## config.mk

```make
export PLATFORM = sky130hd
export DESIGN_NAME = tick_task_scheduler_watchdog
export DESIGN_NICKNAME = d
export VERILOG_FILES = /design/src/hdl/tts_pkg.sv /design/src/hdl/tick_task_scheduler_watchdog.sv /design/src/hdl/tts_cfg_regs.sv /design/src/hdl/tts_engine.sv
export SDC_FILE = /design/constraint.sdc
export NUM_CORES = 2
export LEC_CHECK = 0
export BUFFER_PORTS_ARGS = -buffer_cell sky130_fd_sc_hd__buf_2
export CORE_ASPECT_RATIO = 0.7
export CORE_UTILIZATION = 63
export DETAILED_ROUTE_END_ITERATION = 7
export PLACE_DENSITY = 0.78
export SETUP_SLACK_MARGIN = 0.4
export SYNTH_ARGS = -nofsm -noshare
export SYNTH_HDL_FRONTEND = slang
export SYNTH_SLANG_ARGS = --single-unit
```

## constraint.sdc

```tcl
create_clock -name clk -period 12.5 [get_ports clk]
set_input_delay 0.625 -clock clk [delete_from_list [all_inputs] [get_ports clk]]
set_output_delay 0.625 -clock clk [all_outputs]
set_load 0.005 [all_outputs]
```

## src/hdl/tts_pkg.sv

```systemverilog
`default_nettype none

package tts_pkg;

  localparam int TASKS     = 4;
  localparam int TIME_BITS = 48;

  localparam int CFG_INDEX_BITS = 3;
  localparam int CFG_DATA_BITS  = 32;

  localparam logic [CFG_INDEX_BITS-1:0] CFG_TIME_STEP     = 3'd0;
  localparam logic [CFG_INDEX_BITS-1:0] CFG_WD_ENABLE     = 3'd1;
  localparam logic [CFG_INDEX_BITS-1:0] CFG_WD_BOUND      = 3'd2;
  localparam logic [CFG_INDEX_BITS-1:0] CFG_TASK_COUNT    = 3'd3;
  localparam logic [CFG_INDEX_BITS-1:0] CFG_TASK_PERIOD_0 = 3'd4;

  localparam logic [9:0] TIME_STEP_RESET = 10'd1;

  typedef enum logic [1:0] {
    MODE_TICK = 2'd0,
    MODE_POLL = 2'd1,
    MODE_ARM  = 2'd2,
    MODE_KICK = 2'd3
  } mode_t;

  typedef struct packed {
    logic [9:0]             time_step;
    logic                   wd_enable;
    logic [31:0]            wd_bound;
    logic [2:0]             task_count;
    logic [TASKS-1:0][31:0] task_period;
  } tts_cfg_t;

  typedef struct packed {
    mode_t       mode;
    logic [3:0]  task_success;
    logic        watchdog_ok;
    logic [31:0] delay_ms;
  } tts_item_t;

  typedef struct packed {
    logic [47:0] now_time;
    logic [3:0]  due_mask;
    logic        delayed_fire;
    logic        watchdog_hit;
    logic        timeout_flag;
  } tts_result_t;

endpackage

`default_nettype wire

```

## src/hdl/tick_task_scheduler_watchdog.sv

```systemverilog
// Millisecond tick scheduler with periodic task table, one-shot delayed
// event and watchdog timer.
// Input channel (in_valid / in_stall) carries one item: mode selects tick,
// poll, arm or kick; task_success, watchdog_ok and delay_ms go with it.
// Output channel (out_valid / out_stall) returns exactly one result per
// item: current time, due mask, delayed fire, watchdog hit, timeout flag.
// An input transfer lands in an input register; from there the scheduler
// state is updated and the result is loaded into the output register, so
// throughput is one item per cycle while out_stall is low.
// The rate is set by the single update of the time, task, delay and watchdog
// state per item, which all fits between the two registers.
// While out_stall holds a waiting result, one more item is still taken
// into the input register; in_stall rises only when both registers are full.
// Configuration (cfg_write / cfg_index / cfg_data) writes one register per
// cycle and should only be used while no item is in flight.
// Synchronous reset clears time, task last-run times, watchdog timer,
// timeout flag and delayed event, empties both registers and restores the
// configuration defaults (time step 1, everything else 0).
`default_nettype none

module tick_task_scheduler_watchdog
  import tts_pkg::*;
(
  input  wire logic                      clk,
  input  wire logic                      rst,
  input  wire logic                      in_valid,
  output logic                           in_stall,
  input  wire logic [1:0]                mode,
  input  wire logic [3:0]                task_success,
  input  wire logic                      watchdog_ok,
  input  wire logic [31:0]               delay_ms,
  output logic                           out_valid,
  input  wire logic                      out_stall,
  output logic [47:0]                    now_time,
  output logic [3:0]                     due_mask,
  output logic                           delayed_fire,
  output logic                           watchdog_hit,
  output logic                           timeout_flag,
  input  wire logic                      cfg_write,
  input  wire logic [CFG_INDEX_BITS-1:0] cfg_index,
  input  wire logic [CFG_DATA_BITS-1:0]  cfg_data
);

  tts_cfg_t    cfg;
  tts_item_t   item;
  tts_result_t result;
  logic        item_valid;
  logic        advance;

  assign advance  = !(out_valid && out_stall);
  assign in_stall = item_valid && !advance;

  tts_cfg_regs u_cfg_regs (
    .clk       (clk),
    .rst       (rst),
    .cfg_write (cfg_write),
    .cfg_index (cfg_index),
    .cfg_data  (cfg_data),
    .cfg       (cfg)
  );

  tts_engine u_engine (
    .clk    (clk),
    .rst    (rst),
    .go     (item_valid && advance),
    .item   (item),
    .cfg    (cfg),
    .result (result)
  );

  // input register
  always_ff @(posedge clk) begin
    if (rst) begin
      item_valid <= 1'b0;
    end else if (!in_stall) begin
      item_valid <= in_valid;
    end
  end

  always_ff @(posedge clk) begin
    if (!in_stall && in_valid) begin
      item.mode         <= mode_t'(mode);
      item.task_success <= task_success;
      item.watchdog_ok  <= watchdog_ok;
      item.delay_ms     <= delay_ms;
    end
  end

  // output register
  always_ff @(posedge clk) begin
    if (rst) begin
      out_valid <= 1'b0;
    end else if (advance) begin
      out_valid <= item_valid;
    end
  end

  always_ff @(posedge clk) begin
    if (advance && item_valid) begin
      now_time     <= result.now_time;
      due_mask     <= result.due_mask;
      delayed_fire <= result.delayed_fire;
      watchdog_hit <= result.watchdog_hit;
      timeout_flag <= result.timeout_flag;
    end
  end

  a_stall_only_when_full: assert property (@(posedge clk) disable iff (rst)
    in_stall |-> item_valid && out_valid && out_stall)
    else $error("input stalled while a register is free");

  a_hit_sets_flag: assert property (@(posedge clk) disable iff (rst)
    out_valid && watchdog_hit |-> timeout_flag)
    else $error("watchdog hit without timeout flag");

  a_hit_only_on_tick: assert property (@(posedge clk) disable iff (rst)
    out_valid && watchdog_hit |-> due_mask == 4'd0 && !delayed_fire)
    else $error("watchdog hit together with poll results");

  a_stall_holds_item: assert property (@(posedge clk) disable iff (rst)
    in_stall |=> item_valid && $stable(item))
    else $error("held item changed while stalled");

endmodule

`default_nettype wire

```

## src/hdl/tts_cfg_regs.sv

```systemverilog
`default_nettype none

module tts_cfg_regs
  import tts_pkg::*;
(
  input  wire logic                      clk,
  input  wire logic                      rst,
  input  wire logic                      cfg_write,
  input  wire logic [CFG_INDEX_BITS-1:0] cfg_index,
  input  wire logic [CFG_DATA_BITS-1:0]  cfg_data,
  output tts_cfg_t                       cfg
);

  always_ff @(posedge clk) begin
    if (rst) begin
      cfg.time_step   <= TIME_STEP_RESET;
      cfg.wd_enable   <= 1'b0;
      cfg.wd_bound    <= '0;
      cfg.task_count  <= '0;
      cfg.task_period <= '0;
    end else if (cfg_write) begin
      case (cfg_index)
        CFG_TIME_STEP:  cfg.time_step  <= cfg_data[9:0];
        CFG_WD_ENABLE:  cfg.wd_enable  <= cfg_data[0];
        CFG_WD_BOUND:   cfg.wd_bound   <= cfg_data[31:0];
        CFG_TASK_COUNT: cfg.task_count <= cfg_data[2:0];
        default: begin
          for (int t = 0; t < TASKS; t++) begin
            if (cfg_index == CFG_INDEX_BITS'(int'(CFG_TASK_PERIOD_0) + t)) begin
              cfg.task_period[t] <= cfg_data[31:0];
            end
          end
        end
      endcase
    end
  end

endmodule

`default_nettype wire

```

## src/hdl/tts_engine.sv

```systemverilog
`default_nettype none

module tts_engine
  import tts_pkg::*;
(
  input  wire logic  clk,
  input  wire logic  rst,
  input  wire logic  go,
  input  tts_item_t  item,
  input  tts_cfg_t   cfg,
  output tts_result_t result
);

  logic [TIME_BITS-1:0] time_now, time_now_next;
  logic [TIME_BITS-1:0] task_last_run [TASKS];
  logic [TIME_BITS-1:0] task_last_run_next [TASKS];
  logic [31:0]          watchdog_count, watchdog_count_next;
  logic                 timeout_seen, timeout_seen_next;
  logic [TIME_BITS-1:0] delay_start, delay_start_next;
  logic [31:0]          delay_left, delay_left_next;

  logic [TIME_BITS-1:0] task_limit [TASKS];
  logic [TIME_BITS-1:0] delay_limit;
  logic [TIME_BITS-1:0] time_sum;
  logic [31:0]          wd_sum;
  logic [2:0]           used;
  logic [TASKS-1:0]     due;
  logic                 fire;
  logic                 hit;

  always_comb begin
    for (int t = 0; t < TASKS; t++) begin
      task_limit[t] = task_last_run[t] + TIME_BITS'(cfg.task_period[t]);
    end
    delay_limit = delay_start + TIME_BITS'(delay_left);
    time_sum    = time_now + TIME_BITS'(cfg.time_step);
    wd_sum      = watchdog_count + 32'(cfg.time_step);
    used        = (cfg.task_count > 3'(TASKS)) ? 3'(TASKS) : cfg.task_count;
  end

  always_comb begin
    time_now_next       = time_now;
    task_last_run_next  = task_last_run;
    watchdog_count_next = watchdog_count;
    timeout_seen_next   = timeout_seen;
    delay_start_next    = delay_start;
    delay_left_next     = delay_left;
    due                 = '0;
    fire                = 1'b0;
    hit                 = 1'b0;
    case (item.mode)
      MODE_TICK: begin
        time_now_next = time_sum;
        if (cfg.wd_enable) begin
          watchdog_count_next = wd_sum;
          if (wd_sum >= cfg.wd_bound) begin
            hit               = 1'b1;
            timeout_seen_next = 1'b1;
            if (item.watchdog_ok) begin
              watchdog_count_next = '0;
            end
          end
        end
      end
      MODE_POLL: begin
        for (int t = 0; t < TASKS; t++) begin
          if (3'(t) < used && time_now >= task_limit[t]) begin
            due[t] = 1'b1;
            if (item.task_success[t]) begin
              task_last_run_next[t] = time_now;
            end
          end
        end
        if (delay_left != '0 && time_now >= delay_limit) begin
          fire            = 1'b1;
          delay_left_next = '0;
        end
      end
      MODE_ARM: begin
        delay_start_next = time_now;
        delay_left_next  = item.delay_ms;
      end
      MODE_KICK: begin
        watchdog_count_next = '0;
      end
      default: begin
      end
    endcase
  end

  always_comb begin
    result.now_time     = 48'(time_now_next);
    result.due_mask     = 4'(due);
    result.delayed_fire = fire;
    result.watchdog_hit = hit;
    result.timeout_flag = timeout_seen_next;
  end

  always_ff @(posedge clk) begin
    if (rst) begin
      time_now       <= '0;
      watchdog_count <= '0;
      timeout_seen   <= 1'b0;
      delay_start    <= '0;
      delay_left     <= '0;
      for (int t = 0; t < TASKS; t++) begin
        task_last_run[t] <= '0;
      end
    end else if (go) begin
      time_now       <= time_now_next;
      task_last_run  <= task_last_run_next;
      watchdog_count <= watchdog_count_next;
      timeout_seen   <= timeout_seen_next;
      delay_start    <= delay_start_next;
      delay_left     <= delay_left_next;
    end
  end

endmodule

`default_nettype wire

```

[Word level (Yosys, flattened, before mapping)]
Index checks and enable logic that the tools add are counted.
Widths: inputs -> output; s select.
Operators by class
  add/sub/neg operators: 7
  reduce and logical (&&, ||, !) cells: 33
  eq/ne operators: 12
  muxes and demuxes: 17
  bitwise logic cells: 1
  magnitude comparators: 11
Operators with widths (number)
  $add 48x32->48: 5
  $ge 48x48->1: 5
  $mux 32: 4
  $pmux 32 s2: 2
  $add 48x10->48: 1
  $mux 48: 1
  $add 32x10->32: 1
  $ge 32x32->1: 1
  $reduce_bool 32->1: 1
  $reduce_and 3->1: 6
  $reduce_and 4->1: 4
  $eq 3x3->1 const B: 4
  $reduce_and 2->1: 6
  $logic_and 1x1->1: 9
  $mux 1: 9
  $eq 3x2->1 const B: 2
  $lt 1x3->1 const A: 2
  $lt 2x3->1 const A: 2
  $eq 2x2->1 const B: 2
  $reduce_bool 2->1: 2
  $reduce_or 4->1: 1
  $eq 3x1->1 const B: 1
  $gt 3x3->1 const B: 1
  $logic_not 3->1: 1
  other kinds (7): 8
Storage, ports and cells
  output and inout port bits: 57
  input port bits: 79
  bits in registers: 623

[Depth between registers and ports, before layout]
  depth in word-level cells: 5
  mapped depth: 25

[By module]
Synthesis repeated with hierarchy kept, for this count alone.
Unflattened totals
  cell total of the unflattened synthesis: 4461
  area, all modules: 40204.8 um^2
Modules (own cells, without submodules)
  tts_engine: area an instance 30456.7 um^2, seq. area each 7066.8 um^2, cells an instance 3747, instances 1
  tts_cfg_regs: area an instance 6839.1 um^2, seq. area each 3483.3 um^2, cells an instance 610, instances 1
  tick_task_scheduler_watchdog: area an instance 2909.0 um^2, seq. area each 2862.7 um^2, cells an instance 104, instances 1

[Worst setup path before layout]
Ideal clock, no wire load.
  path kind: register to register
  from: reg u_cfg_regs.cfg[108] (netlist name)
  to: reg u_engine.task_last_run[44] (netlist bit)
  stages on the path, launching flop included: 24
  library setup time: 128 ps
  required time: 12372 ps
  buffers on the path: 3
  clock period less this slack: 4603 ps
  arrival: 4476 ps
  setup slack: 7897 ps
  path through: dfxtp_1 > ha_1 > a21o_1 > a21o_1 > a2111oi_0 > a2bb2oi_1 > o31ai_1 > o21a_1 > a21oi_1 > o21ai_0 > xnor2_1 > ha_1 > nand4_1 > or4_1 > nor2_1 > o21ai_1 > a21oi_1 > a21oi_1 > o21ba_2 > clkbuf_1 > buf_4 > buf_4 > mux2i_1 > nor2_1
Between the ends
  cells in the longest elaborated chain, start to end: 4
Ends and longest elaborated chain
  $add 48x32->48: RTL line tts_engine.sv:33  | task_limit[t] = task_last_run[t] + TIME_BITS'(cfg.task_period[t]);
  $ge 48x48->1: RTL line tts_engine.sv:67  | if (3'(t) < used && time_now >= task_limit[t]) begin
  $logic_and 1x1->1: RTL line tts_engine.sv:67
  $reduce_and 4->1 (no line)
  to (signal assigned): RTL line tts_engine.sv:111  | task_last_run <= task_last_run_next;
  to (decl): RTL line tts_engine.sv:15  | logic [TIME_BITS-1:0] task_last_run [TASKS];
Every way passes these cells.
A chain may end at the register's enable or synchronous reset.

[Final worst setup path]
  from: reg u_cfg_regs.cfg[64] (netlist name)
  to: reg u_engine.task_last_run[57] (netlist bit)
Between the ends
  cells in the longest elaborated chain, start to end: 4
Ends and longest elaborated chain (RTL line)
  $add 48x32->48: tts_engine.sv:33
  $ge 48x48->1: tts_engine.sv:67
  $logic_and 1x1->1: tts_engine.sv:67
  $reduce_and 4->1 (no line)
Every way passes these cells.

==> results.md <==
- Status: finished clean
- Avg Cell Area, Syn: 8.43 sq um
- Max FO, Critical Path: 48
- Clock sinks: between 600 and 700
- Final core utilization: about 70%
- Post-cts gate resize count: 0
- Synth unique cells: 83
- Crit-path leading delay family: compound AO/OA/AOI/OAI gates
- CTS Buf Count: 60
- Hold Crit Class: input pin to flip-flop
- Met2 usage: 49.8%
- Power Dens Cells: between 90 and 100 nW/um^2
- Core Area: 61600 sq um
- Synth Flop Type: dfxtp_1
- Most frequent CP cell: o21ai_0
- Fmax: 0.160 GHz
- Leak Pwr: between 15 and 20 nW
- Largest net degree at the start of global routing: approximately 130
- VDD IR-drop max: between 0.15 and 0.2 mV
- Avg WL per Cell: 20.6 microns
- # IOs: 136
- Met3 Use GR: 7.26%
- Worst path required time: between 10 and 15 ns
- Drt via density: roughly 6.2
- Crit path time final: 6.26 ns
- Worst path depth: 22
- R2R depth: 22
- Router iterations before antenna repair: 6
- Remaining Overflow, GRT: 0
- Gr usage total: between 30% and 40%
- Slowest CP cell: buf_4
- H-tree Lvls: 2
- Crit path DAT: 6.81 ns
- Hold-fix buffers, CTS: 0
- Drt drc: 0
- Worst path bufs/invs: 2
- Slew margin rel.: 17.4%
- Hpwl dp: 84000 microns
- # setup viols final: 0
- Port bufs: between 100 and 150
- Most used routing layer: met1
- Critical Path Sink Type: flip-flop
- Die area: 63500 sq um
- Synth warnings: 0
- RSZ-0062 raised after global routing: no
- Post-synthesis instance area: roughly 39000 sq um
- Cells after synthesis: 4666
- Vias in the first global route: 31944
- Routed vias: 34480
- Grt met1 use: between 50% and 60%
- Max Slew Vio Count: 0
- Most frequent cells in the layout: 828 x nand2_1, 529 x dfxtp_1, 475 x a21oi_1, 452 x ha_1, 231 x nor2_1
- Fin. Hold Viols: 0
- Root Buffer: clkbuf_16
- First-pass GRT wire length: 179000 microns
- CTS clk-pin slew, worst paths: around 0.070 ns
- Layout area overhead: 8.45%
- #FFs+latches synth: 623
- Die H: between 200 and 250 microns
- Initial antenna violation count: 0
- EDFF count, synth: 94
- Diode count: 0
- Final WL: 115000 microns
- Starting Density: between 60 and 70%
- Cells along the critical path: ha_1 > inv_1 > fa_1 > nor2b_1 > o21ai_0 > a21boi_0 > o31ai_1 > o21ai_1 > a221oi_1 > a31oi_2 > nand4_1 > xor2_1 > ha_1 > a21o_1 > a21o_1 > a21oi_1 > o21ai_0 > nand4b_1 > o21ai_0 > nor2_4 > buf_4 > mux2i_1
- CP Class: flip-flop to flip-flop
- CP peak stage delay: 0.75 ns
- Final TNS setup: 0 ns
- # rows: 76
- CTS tree: yes
- Synth async-reset ratio: 0%
- Maximum buffer depth of the clock tree: 3
- DRT antenna net count: 0
- Slew @ Worst Pin: 1.23 ns
- Chip Width: 301 microns
- Area leader, netlist: dfxtp_1
- Max-cap violation count: 0
- Cells on Worst Hold Path: 1
- Seq/Total Area, Yosys: around 34%
- 1st-iter DRT viols: roughly 3800
- Startpoint Class: flip-flop
- Post-CTS Setup Repair Bufs: 0
- Worst skew pair latency: 0.65 ns
- Synth area leaders: dfxtp_1 27%, ha_1 14%, nand2_1 7.9%
- Synthesized Nets: 5204
- RePlAce Congestion: between 0.9 and 1
- Clock skew: about 0.032 ns
- Commonest non-fill, non-tap cell in the layout: nand2_1
- Crit share post-route: between 50% and 60%
- Final #Nets: about 5200
- Share of cells above drive strength 1: 7.47%
- Yosys top cell area share: 26.9%
-- flip-flops by register name, summed over array words and instances (netlist names), 4 cells and up --
name	cells
now_time	48
due_mask	4
u_engine.delay_start	48
u_engine.watchdog_count	32
u_engine.time_now	48
item	39
u_engine.task_last_run	192
u_cfg_regs.cfg	174
u_engine.delay_left	32
-- synthesized netlist by cell type (all sizes together) (8+ instances only) --
cell type,instances
ha,452
a22o,16
edfxtp,94
nand3,145
a21boi,13
and2,17
nor3,47
and4,14
and3,60
buf,51
o21bai,22
xor2,143
a21oi,476
a211oi,18
o31ai,11
nand2,829
xnor2,175
nor2b,39
a21o,218
nand4,98
nor4,28
clkbuf,173
inv,110
a211o,8
or2,16
o21ai,228
a31o,8
nand2b,44
nor2,238
o211ai,25
o21a,38
dfxtp,529
or3,8
mux2i,163
a31oi,20
-- where the power goes --
part	internal [W]	switching, W
Clock	0.00100	0.000851
Combinational	0.0000839	0.000187
Sequential	0.00207	0.0000201
Total	0.00315	0.00106
-- per-layer routing --
metal  vias up  wire, microns
li1      16620              -
met1     16118          53100
met2      1552          44900
met3       190          13500
met4         0           3410
met5         -              0
-- cell type report --
cell class / instances / area (sq um)
Multi-Input combinational cell: 3709 / 24700
Clock inverter: 36 / 312
Clock buffer: 77 / 1660
Fill cell: 5046 / 18900
Tap cell: 819 / 1020
Timing Repair Buffer: 197 / 1160
Inverter: 110 / 419
Sequential cell: 623 / 13400
-- kinds of logic after synthesis --
family,count (synthesis),share of synthesized area [%]
simple gates,1608,18.4
compound gates,1160,18.2
flops,623,34.1
fa+ha+maj,459,14.7
buf+inv,334,3.38
xor+xnor,318,7.08
mux,164,4.18
-- worst reg2reg max path, stage by stage, from the launching register on --
cell and delay, ns:
dfxtp_1 0.32, ha_1 0.22, inv_1 0.07, fa_1 0.22, nor2b_1 0.06, o21ai_0 0.35, a21boi_0 0.23, o31ai_1 0.66
o21ai_1 0.42, a221oi_1 0.55, a31oi_2 0.41, nand4_1 0.23, xor2_1 0.09, ha_1 0.19, a21o_1 0.16, a21o_1 0.17
a21oi_1 0.14, o21ai_0 0.16, nand4b_1 0.19, o21ai_0 0.18, nor2_4 0.11, buf_4 0.75, mux2i_1 0.32
-- stage by stage --
stage                     area, sq um  setup WS, ns  std cells  hold WS, ns  power, W
after floorplan                 39300          7.90       4666        0.418   0.00228
after global placement          40700          6.53       5458        0.420   0.00239
after detailed placement        40700          6.52       5458        0.427   0.00239
after CTS                       42700          6.43       5571        0.124   0.00422
after global routing            42700          5.99       5571        0.139   0.00433
final                           42700          6.24       5571        0.152   0.00421
-- final timing paths --
kind                                    startpoint                    endpoint  slack, ns
worst max-delay path            u_cfg_regs.cfg[64]  u_engine.task_last_run[57]       6.24
worst min-delay path                   delay_ms[2]                     item[2]       0.15
worst max register to register  u_cfg_regs.cfg[64]  u_engine.task_last_run[57]       6.24
worst min register to register            item[26]     u_engine.delay_left[26]       0.44
No activity file was read; power rests on OpenSTA's default activity.
